<file path="src/design/button_debounce_repeat_idle_top_macros.svh">
// ----------------------------------------------------------------------------
// Assertion macros for the button debounce block
// Concurrent assertion wrappers; they compile to nothing when SYNTH is set.
// ----------------------------------------------------------------------------
`ifndef BUTTON_DEBOUNCE_REPEAT_IDLE_TOP_MACROS_SVH
`define BUTTON_DEBOUNCE_REPEAT_IDLE_TOP_MACROS_SVH

`ifndef SYNTH
`define BDRI_ASSERT(lbl, clk_s, rstn_s, prop, msg) \
  lbl: assert property (@(posedge clk_s) disable iff (!rstn_s) prop) else $error(msg);
`define BDRI_ASSERT_ALWAYS(lbl, clk_s, prop, msg) \
  lbl: assert property (@(posedge clk_s) prop) else $error(msg);
`else
`define BDRI_ASSERT(lbl, clk_s, rstn_s, prop, msg)
`define BDRI_ASSERT_ALWAYS(lbl, clk_s, prop, msg)
`endif

`endif

</file>
<file path="src/design/bdri_pkg.sv">
// ----------------------------------------------------------------------------
// bdri_pkg
// Shared types and constants of the button debounce, repeat and idle block.
// ----------------------------------------------------------------------------
`default_nettype none

package bdri_pkg;

  localparam int unsigned DEB_W   = 10;
  localparam int unsigned HOLD_W  = 16;
  localparam int unsigned TMO_W   = 24;
  localparam int unsigned QUIET_W = 17;
  localparam int unsigned IDLE_W  = 25;
  localparam int unsigned ADDR_W  = 5;
  localparam int unsigned DATA_W  = 32;
  localparam int unsigned IDX_W   = 3;

  localparam logic [QUIET_W-1:0] QUIET_MAX = {QUIET_W{1'b1}};
  localparam logic [IDLE_W-1:0]  IDLE_MAX  = {IDLE_W{1'b1}};

  localparam logic [IDX_W-1:0] IDX_DEBOUNCE = 3'd0;
  localparam logic [IDX_W-1:0] IDX_LONG     = 3'd1;
  localparam logic [IDX_W-1:0] IDX_RDELAY   = 3'd2;
  localparam logic [IDX_W-1:0] IDX_RINT     = 3'd3;
  localparam logic [IDX_W-1:0] IDX_IDLE     = 3'd4;

  localparam logic [DEB_W-1:0]  RST_DEBOUNCE = 10'd50;
  localparam logic [HOLD_W-1:0] RST_LONG     = 16'd1000;
  localparam logic [HOLD_W-1:0] RST_RDELAY   = 16'd500;
  localparam logic [HOLD_W-1:0] RST_RINT     = 16'd250;
  localparam logic [TMO_W-1:0]  RST_IDLE     = 24'd30000;

  typedef struct packed {
    logic [DEB_W-1:0]  debounce_ms;
    logic [HOLD_W-1:0] long_hold_ms;
    logic [HOLD_W-1:0] repeat_delay_ms;
    logic [HOLD_W-1:0] repeat_interval_ms;
    logic [TMO_W-1:0]  idle_timeout_ms;
  } cfg_t;

  typedef struct packed {
    logic idle_flag;
    logic repeat_pulse;
    logic long_press_pulse;
    logic press_pulse;
  } result_t;

endpackage

`default_nettype wire

</file>
<file path="src/design/button_debounce_repeat_idle_top.sv">
// ----------------------------------------------------------------------------
// button_debounce_repeat_idle_top
// Each input beat is one millisecond tick carrying the sampled pin level
// (low means pressed) and produces exactly one result beat with the press,
// long-press and auto-repeat pulses and the idle flag. A beat is accepted
// every clock unless stalled; its result is in the output register on the next
// cycle. The single output register is the only stage, so input is held off
// only while that register is full and out_tready is low. Timings are set
// through five registers on the APB-style port, written while no ticks flow.
// ----------------------------------------------------------------------------
`default_nettype none

`include "button_debounce_repeat_idle_top_macros.svh"

module button_debounce_repeat_idle_top (
  input  wire logic                         clk,
  input  wire logic                         rst_n,
  input  wire logic                         in_tvalid,
  output logic                              in_tready,
  input  wire logic [7:0]                   in_tdata,   // [0] pin_level
  output logic                              out_tvalid,
  input  wire logic                         out_tready,
  output logic      [7:0]                   out_tdata,  // [0] press_pulse, [1] long_press_pulse,
                                                        // [2] repeat_pulse, [3] idle_flag
  input  wire logic                         cfg_psel,
  input  wire logic                         cfg_penable,
  input  wire logic                         cfg_pwrite,
  input  wire logic [bdri_pkg::ADDR_W-1:0]  cfg_paddr,
  input  wire logic [bdri_pkg::DATA_W-1:0]  cfg_pwdata,
  output logic      [bdri_pkg::DATA_W-1:0]  cfg_prdata,
  output logic                              cfg_pready
);
  import bdri_pkg::*;

  cfg_t    cfg;
  result_t res;
  result_t res_r;
  logic    out_valid_r, out_valid_nxt;
  logic    step;

  assign in_tready = !out_valid_r || out_tready;
  assign step      = in_tvalid && in_tready;

  bdri_regs u_regs (
    .clk         (clk),
    .rst_n       (rst_n),
    .cfg_psel    (cfg_psel),
    .cfg_penable (cfg_penable),
    .cfg_pwrite  (cfg_pwrite),
    .cfg_paddr   (cfg_paddr),
    .cfg_pwdata  (cfg_pwdata),
    .cfg_prdata  (cfg_prdata),
    .cfg_pready  (cfg_pready),
    .cfg         (cfg)
  );

  bdri_core u_core (
    .clk       (clk),
    .rst_n     (rst_n),
    .step      (step),
    .pin_level (in_tdata[0]),
    .cfg       (cfg),
    .res       (res)
  );

  assign out_valid_nxt = step ? 1'b1 : (out_valid_r && !out_tready);

  always_ff @(posedge clk) begin
    if (!rst_n) begin
      out_valid_r <= 1'b0;
    end else begin
      out_valid_r <= out_valid_nxt;
    end
  end

  always_ff @(posedge clk) begin
    if (step) begin
      res_r <= res;
    end
  end

  assign out_tvalid = out_valid_r;
  assign out_tdata  = {4'b0000, res_r};

  `BDRI_ASSERT(a_hold_blocks_input, clk, rst_n, out_valid_r && !out_tready |-> !in_tready, "input taken over a held result")
  `BDRI_ASSERT(a_step_fills_output, clk, rst_n, step |=> out_valid_r, "accepted beat gave no result")

endmodule

`default_nettype wire

</file>
<file path="src/design/bdri_regs.sv">
// ----------------------------------------------------------------------------
// bdri_regs
// Configuration register file behind the APB-style port.
// ----------------------------------------------------------------------------
`default_nettype none

module bdri_regs (
  input  wire logic                         clk,
  input  wire logic                         rst_n,
  input  wire logic                         cfg_psel,
  input  wire logic                         cfg_penable,
  input  wire logic                         cfg_pwrite,
  input  wire logic [bdri_pkg::ADDR_W-1:0]  cfg_paddr,
  input  wire logic [bdri_pkg::DATA_W-1:0]  cfg_pwdata,
  output logic      [bdri_pkg::DATA_W-1:0]  cfg_prdata,
  output logic                              cfg_pready,
  output bdri_pkg::cfg_t                    cfg
);
  import bdri_pkg::*;

  cfg_t             cfg_r;
  cfg_t             cfg_nxt;
  logic             wr_en;
  logic [IDX_W-1:0] idx;

  assign cfg_pready = 1'b1;
  assign wr_en      = cfg_psel & cfg_penable & cfg_pwrite & cfg_pready;
  assign idx        = cfg_paddr[ADDR_W-1:2];
  assign cfg        = cfg_r;

  always_comb begin
    cfg_nxt = cfg_r;
    if (wr_en) begin
      case (idx)
        IDX_DEBOUNCE: cfg_nxt.debounce_ms        = cfg_pwdata[DEB_W-1:0];
        IDX_LONG:     cfg_nxt.long_hold_ms       = cfg_pwdata[HOLD_W-1:0];
        IDX_RDELAY:   cfg_nxt.repeat_delay_ms    = cfg_pwdata[HOLD_W-1:0];
        IDX_RINT:     cfg_nxt.repeat_interval_ms = cfg_pwdata[HOLD_W-1:0];
        IDX_IDLE:     cfg_nxt.idle_timeout_ms    = cfg_pwdata[TMO_W-1:0];
        default:      cfg_nxt = cfg_r;
      endcase
    end
  end

  always_comb begin
    case (idx)
      IDX_DEBOUNCE: cfg_prdata = {{(DATA_W-DEB_W){1'b0}}, cfg_r.debounce_ms};
      IDX_LONG:     cfg_prdata = {{(DATA_W-HOLD_W){1'b0}}, cfg_r.long_hold_ms};
      IDX_RDELAY:   cfg_prdata = {{(DATA_W-HOLD_W){1'b0}}, cfg_r.repeat_delay_ms};
      IDX_RINT:     cfg_prdata = {{(DATA_W-HOLD_W){1'b0}}, cfg_r.repeat_interval_ms};
      IDX_IDLE:     cfg_prdata = {{(DATA_W-TMO_W){1'b0}}, cfg_r.idle_timeout_ms};
      default:      cfg_prdata = '0;
    endcase
  end

  always_ff @(posedge clk) begin
    if (!rst_n) begin
      cfg_r.debounce_ms        <= RST_DEBOUNCE;
      cfg_r.long_hold_ms       <= RST_LONG;
      cfg_r.repeat_delay_ms    <= RST_RDELAY;
      cfg_r.repeat_interval_ms <= RST_RINT;
      cfg_r.idle_timeout_ms    <= RST_IDLE;
    end else begin
      cfg_r <= cfg_nxt;
    end
  end

endmodule

`default_nettype wire

</file>
<file path="src/design/bdri_core.sv">
// ----------------------------------------------------------------------------
// bdri_core
// Per-tick state update: quiet timer, debounce, long press, auto-repeat, idle.
// ----------------------------------------------------------------------------
`default_nettype none

`include "button_debounce_repeat_idle_top_macros.svh"

module bdri_core (
  input  wire logic            clk,
  input  wire logic            rst_n,
  input  wire logic            step,
  input  wire logic            pin_level,
  input  wire bdri_pkg::cfg_t  cfg,
  output bdri_pkg::result_t    res
);
  import bdri_pkg::*;

  logic               raw_prev_r, raw_prev_nxt;
  logic               stable_r, stable_nxt;
  logic [QUIET_W-1:0] quiet_r, quiet_nxt;
  logic               long_fired_r, long_fired_nxt;
  logic               rep_armed_r, rep_armed_nxt;
  logic [HOLD_W-1:0]  rep_rem_r, rep_rem_nxt;
  logic [IDLE_W-1:0]  idle_cnt_r, idle_cnt_nxt;
  logic               idle_r, idle_nxt;

  logic               pressed;
  logic               deb_ok;
  logic               press, longp, rep, any;
  logic [IDLE_W-1:0]  idle_inc;

  assign pressed = ~pin_level;

  always_comb begin
    idle_inc = (idle_cnt_r < IDLE_MAX) ? idle_cnt_r + 1'b1 : idle_cnt_r;

    if (pressed != raw_prev_r) begin
      quiet_nxt = '0;
    end else if (quiet_r < QUIET_MAX) begin
      quiet_nxt = quiet_r + 1'b1;
    end else begin
      quiet_nxt = quiet_r;
    end

    deb_ok       = (quiet_nxt > {{(QUIET_W-DEB_W){1'b0}}, cfg.debounce_ms}) &&
                   (pressed != stable_r);
    stable_nxt   = deb_ok ? pressed : stable_r;
    press        = deb_ok & pressed;
    raw_prev_nxt = pressed;

    longp = pressed && !long_fired_r &&
            (quiet_nxt > {{(QUIET_W-HOLD_W){1'b0}}, cfg.long_hold_ms});
    long_fired_nxt = pressed & (long_fired_r | longp);

    rep           = 1'b0;
    rep_armed_nxt = rep_armed_r;
    rep_rem_nxt   = rep_rem_r;
    if (!pressed) begin
      rep_armed_nxt = 1'b0;
      rep_rem_nxt   = '0;
    end else if (!rep_armed_r) begin
      rep_armed_nxt = 1'b1;
      rep_rem_nxt   = cfg.repeat_delay_ms;
    end else if (rep_rem_r <= HOLD_W'(1)) begin
      rep         = 1'b1;
      rep_rem_nxt = cfg.repeat_interval_ms;
    end else begin
      rep_rem_nxt = rep_rem_r - 1'b1;
    end

    any          = press | longp | rep;
    idle_cnt_nxt = any ? '0 : idle_inc;
    idle_nxt     = any ? 1'b0 : idle_r;
    if (idle_cnt_nxt > {{(IDLE_W-TMO_W){1'b0}}, cfg.idle_timeout_ms}) begin
      idle_nxt = 1'b1;
    end

    res.press_pulse      = press;
    res.long_press_pulse = longp;
    res.repeat_pulse     = rep;
    res.idle_flag        = idle_nxt;
  end

  always_ff @(posedge clk) begin
    if (!rst_n) begin
      raw_prev_r   <= 1'b0;
      stable_r     <= 1'b0;
      quiet_r      <= '0;
      long_fired_r <= 1'b0;
      rep_armed_r  <= 1'b0;
      rep_rem_r    <= '0;
      idle_cnt_r   <= '0;
      idle_r       <= 1'b0;
    end else if (step) begin
      raw_prev_r   <= raw_prev_nxt;
      stable_r     <= stable_nxt;
      quiet_r      <= quiet_nxt;
      long_fired_r <= long_fired_nxt;
      rep_armed_r  <= rep_armed_nxt;
      rep_rem_r    <= rep_rem_nxt;
      idle_cnt_r   <= idle_cnt_nxt;
      idle_r       <= idle_nxt;
    end
  end

  `BDRI_ASSERT(a_press_sets_stable, clk, rst_n, step && res.press_pulse |=> stable_r, "press without stable state")
  `BDRI_ASSERT(a_long_sets_fired, clk, rst_n, step && res.long_press_pulse |=> long_fired_r, "long press not latched")
  `BDRI_ASSERT(a_release_clears, clk, rst_n, step && pin_level |=> !long_fired_r && !rep_armed_r && rep_rem_r == '0, "release left hold state")

endmodule

`default_nettype wire
</file>
<file path="config.mk">
export PLATFORM = sky130hd
export DESIGN_NAME = button_debounce_repeat_idle_top
export DESIGN_NICKNAME = d
export VERILOG_FILES = /design/src/design/bdri_pkg.sv /design/src/design/button_debounce_repeat_idle_top.sv /design/src/design/bdri_regs.sv /design/src/design/bdri_core.sv
export VERILOG_INCLUDE_DIRS = /design/src /design/src/design
export SDC_FILE = /design/constraint.sdc
export NUM_CORES = 1
export LEC_CHECK = 0
export BUFFER_PORTS_ARGS = -buffer_cell sky130_fd_sc_hd__clkbuf_2
export CORE_UTILIZATION = 55
export CTS_CLUSTER_DIAMETER = 150
export CTS_CLUSTER_SIZE = 8
export DETAILED_ROUTE_END_ITERATION = 10
export PLACE_DENSITY = 0.77
export SLEW_MARGIN = 10
export SYNTH_ARGS = -nofsm -noshare
export SYNTH_HDL_FRONTEND = slang
export SYNTH_SLANG_ARGS = --single-unit
</file>
<file path="constraint.sdc">
create_clock -name clk -period 8.74 [get_ports clk]
set_clock_uncertainty 0.1 [all_clocks]
set_input_delay 0.437 -clock clk [delete_from_list [all_inputs] [get_ports clk]]
set_output_delay 0.437 -clock clk [all_outputs]
set_load 0.02 [all_outputs]
</file>
==> impl_metrics.yaml <==
floorplan:
  dieArea_um2: 17500
  die_h_um: 132
  start_util_pct: 56.5
  ios: 95
  core.rowCount: 47
  chipWidth_um: 132
  coreArea_um2: 16600
timing:
  hold_violations: 0
  rsz0062_at_grt: "false"
  finalCriticalPeriod_ns: 6.72
  slew-limit-headroom_pct: 21.4
  tightest_slew_ns: 1.18
  final_max_slew_viol_count: 0
  max_clock_freq_ghz: 0.149
  setup_tns_ns: 0
  setup_viol: 0
  fin_crit_sh_pct: 76.9
clock_tree:
  cts_inserted_buffers: 17
  cts_resized: 0
  clk_latency_ns: 0.43
  root_buffer: "clkbuf_16"
  clk_pin_slew_ns: 0.06
  cts_buffer_depth: 2
  cts_hold_buf: 0
  h-tree-depth: 4
  cts_tree: "done"
  cts_sinks: 149
  post_cts_buffers: 0
layout:
  design_area_um2: 10200
  drive_above_1_share_pct: 10.3
  register_area_um2: 3020
  multi_input_area_um2: 5710
  final_util_pct: 61.6
  area_delta_synth_final_pct: 9.21
  nets: 1392
  final_cells: 1519
  fillers: 1536
  n_antenna_cell: 0
logic_synthesis:
  synth_top_family_by_area: "simple AND/OR/NAND/NOR gates"
  ys.flop_type: "dfxtp_1"
  synth_fa_ha_area_share_pct: 7.22
  synthDominantCellAreaShare_pct: 31.0
  yosys-mux-area-fraction_pct: 3.10
  yosysMostFrequentCell: "nand2_1"
  synth_commonest_cells: "nand2_1, dfxtp_1, a21oi_1, nor2_1"
  seq_area_frac_synth_pct: 32.3
  yosysTopAreaCell: "dfxtp_1"
  syn_avg_cell_area_um2: 7.30
  synth_edf_count: 4
  syn_area_um2: 9360
  synth_xor_area_share_pct: 3.74
  yosys-top-cells-area: "dfxtp_1, nand2_1, ha_1"
  ys_ff_latch: 149
  synth_cell_type_count: 67
  synth_compound_area_share_pct: 18.2
  async_flop_share_pct: 0
  yosys.area_share.simple_pct: 28.0
  ys_warn_count: 0
  synth_cells: 1282
detailed_routing:
  vias_per_cell: 6.05
  ant_nets: 0
  routed_wl_um: 26000
  first_iter_violations: 977
  drtPass1Iterations: 5
  vias: 9186
  route.detailed.drc: 0
  routedWlPerCell_um: 17.1
setup_path:
  worstSetupPathType: "flop to flop"
  rr_startpoint: "u_core.quiet_r[3]$_SDFFE_PN0P_"
  cpMostUsedCell: "nor2_1"
  crit_start: "u_core.quiet_r[3]$_SDFFE_PN0P_"
  crit_fanout: 35
  r2r_cells: 25
  worst_path_max_delay_cell: "or4_1"
  cp-end-kind: "flop"
  r2r_setup_slack_ns: 2.02
  path_buf_inv: 1
  crit_arrival_ns: 6.95
  path_delay_family: "simple AND/OR/NAND/NOR gates"
  cp.required_ns: 8.96
  worstReg2RegEnd: "u_core.idle_r$_SDFFE_PN0P_"
  max_stage_delay_ns: 0.54
  cp-start-kind: "flop"
grt:
  grt_overflow_total: 0
  globalRouteTotalUtil_pct: 29.8
  grt_max_degree: 82
  grt_pass1_vias: 8375
  antenna_found_initial: 0
  grt_pass1_wl_um: 42100
placement:
  place_inst: 1487
  dp_hpwl_um: 18000
  dpl_cell_area_um2: 9640
  place_congestion: 0.877
  place.port_buffers: 64
hold_path:
  hp-class: "primary input to flop"
  min_path_cells: 3
  holdPathEnd: "u_regs.cfg[17]$_SDFFE_PN0P_"
  hp-start: "cfg_pwdata[17]"
pwr:
  p_per_area_nw_per_um2: 159
  p_leak_uw: 0.00409
  p_total_uw: 1620
  ir_drop_v: 0.000140
outcome:
  status: "completed"
flow_run:
  max_cap_violations: 0
## metrics by stage
step                worst slack, ns  hold slack (ns)
floorplan                      3.14            0.337
global placement               2.21            0.344
detailed placement             2.06            0.358
CTS                            2.04            0.114
global route                   1.58            0.142
finish                         2.02            0.125
## area by class of cell
| cell class | count | share of cell area [%] |
|---|---|---|
| sequential | 149 | 29.6 |
| multi-input combinational | 980 | 55.8 |
| timing repair buffer | 73 | 3.79 |
| clock buffer | 20 | 4.56 |
| inverter | 65 | 2.40 |
| clock inverter | 12 | 1.14 |
| tap | 220 | 2.69 |
## registers in the layout (all words and copies together), names as in the netlist
signal               flops
u_core.idle_r            1
u_core.quiet_r          17
u_core.idle_cnt_r       25
u_core.rep_armed_r       1
u_regs.cfg              82
u_core.rep_rem_r        16
out_tvalid               1
out_tdata                4
u_core.stable_r          1
u_core.long_fired_r      1
## layer usage
metal	routed length (µm)	track usage, %
met5	0	0
met3	1910	5.36
met2	11700	47.4
met4	866	13.0
met1	11500	39.6
## how the worst max path moves through the flow
stage	endpoint	slack [ns]	cells after the start
floorplan	u_core.idle_r$_SDFFE_PN0P_	3.14	27
global placement	u_core.idle_r$_SDFFE_PN0P_	2.21	25
detailed placement	u_core.idle_r$_SDFFE_PN0P_	2.06	27
CTS	u_core.idle_r$_SDFFE_PN0P_	2.04	27
global route	u_core.idle_r$_SDFFE_PN0P_	1.58	27
finish	u_core.idle_r$_SDFFE_PN0P_	2.02	25
## tightest hold or removal path, stage by stage
cell	delay, ns
clkbuf_2	0.08
nand2_1	0.05
a21oi_1	0.05
## logic make-up (layout without fill, tap and decap cells)
logic type | after synthesis | after routing
XOR/XNOR | 40 | 40
flip-flops | 149 | 149
AND/OR/NAND/NOR | 571 | 571
AO/OA/AOI/OAI | 275 | 275
multiplexers | 27 | 27
adder cells (fa/ha/maj) | 54 | 54
other | 2 | 13
buffers and inverters | 164 | 170
## cells in the final DEF (no fill, tap or decap), drive strengths merged, types with 7 or more instances in the layout
cell and instances:
nand2 246, dfxtp 145, a21oi 116, nor2 108
clkbuf 84, inv 70, nand3 65, ha 54
o21ai 44, o211ai 37, nor3 35, nand4 33
xnor2 24, and3 23, mux2i 20, xor2 16
conb 13, a31oi 12, a22oi 12, nor4 12
o22ai 9, buf 9, and2 8, a21o 7
nor2b 7, or2 7, o311ai 7
## report_power, final
group / leakage [µW] / total, µW / switching [µW] / internal, µW
combinational: 0.00258 / 180 / 128 / 52.4
sequential: 0.00121 / 704 / 11.7 / 692
clock: 0.000294 / 738 / 318 / 420
Note: power is estimated with default switching activity, not from simulation.
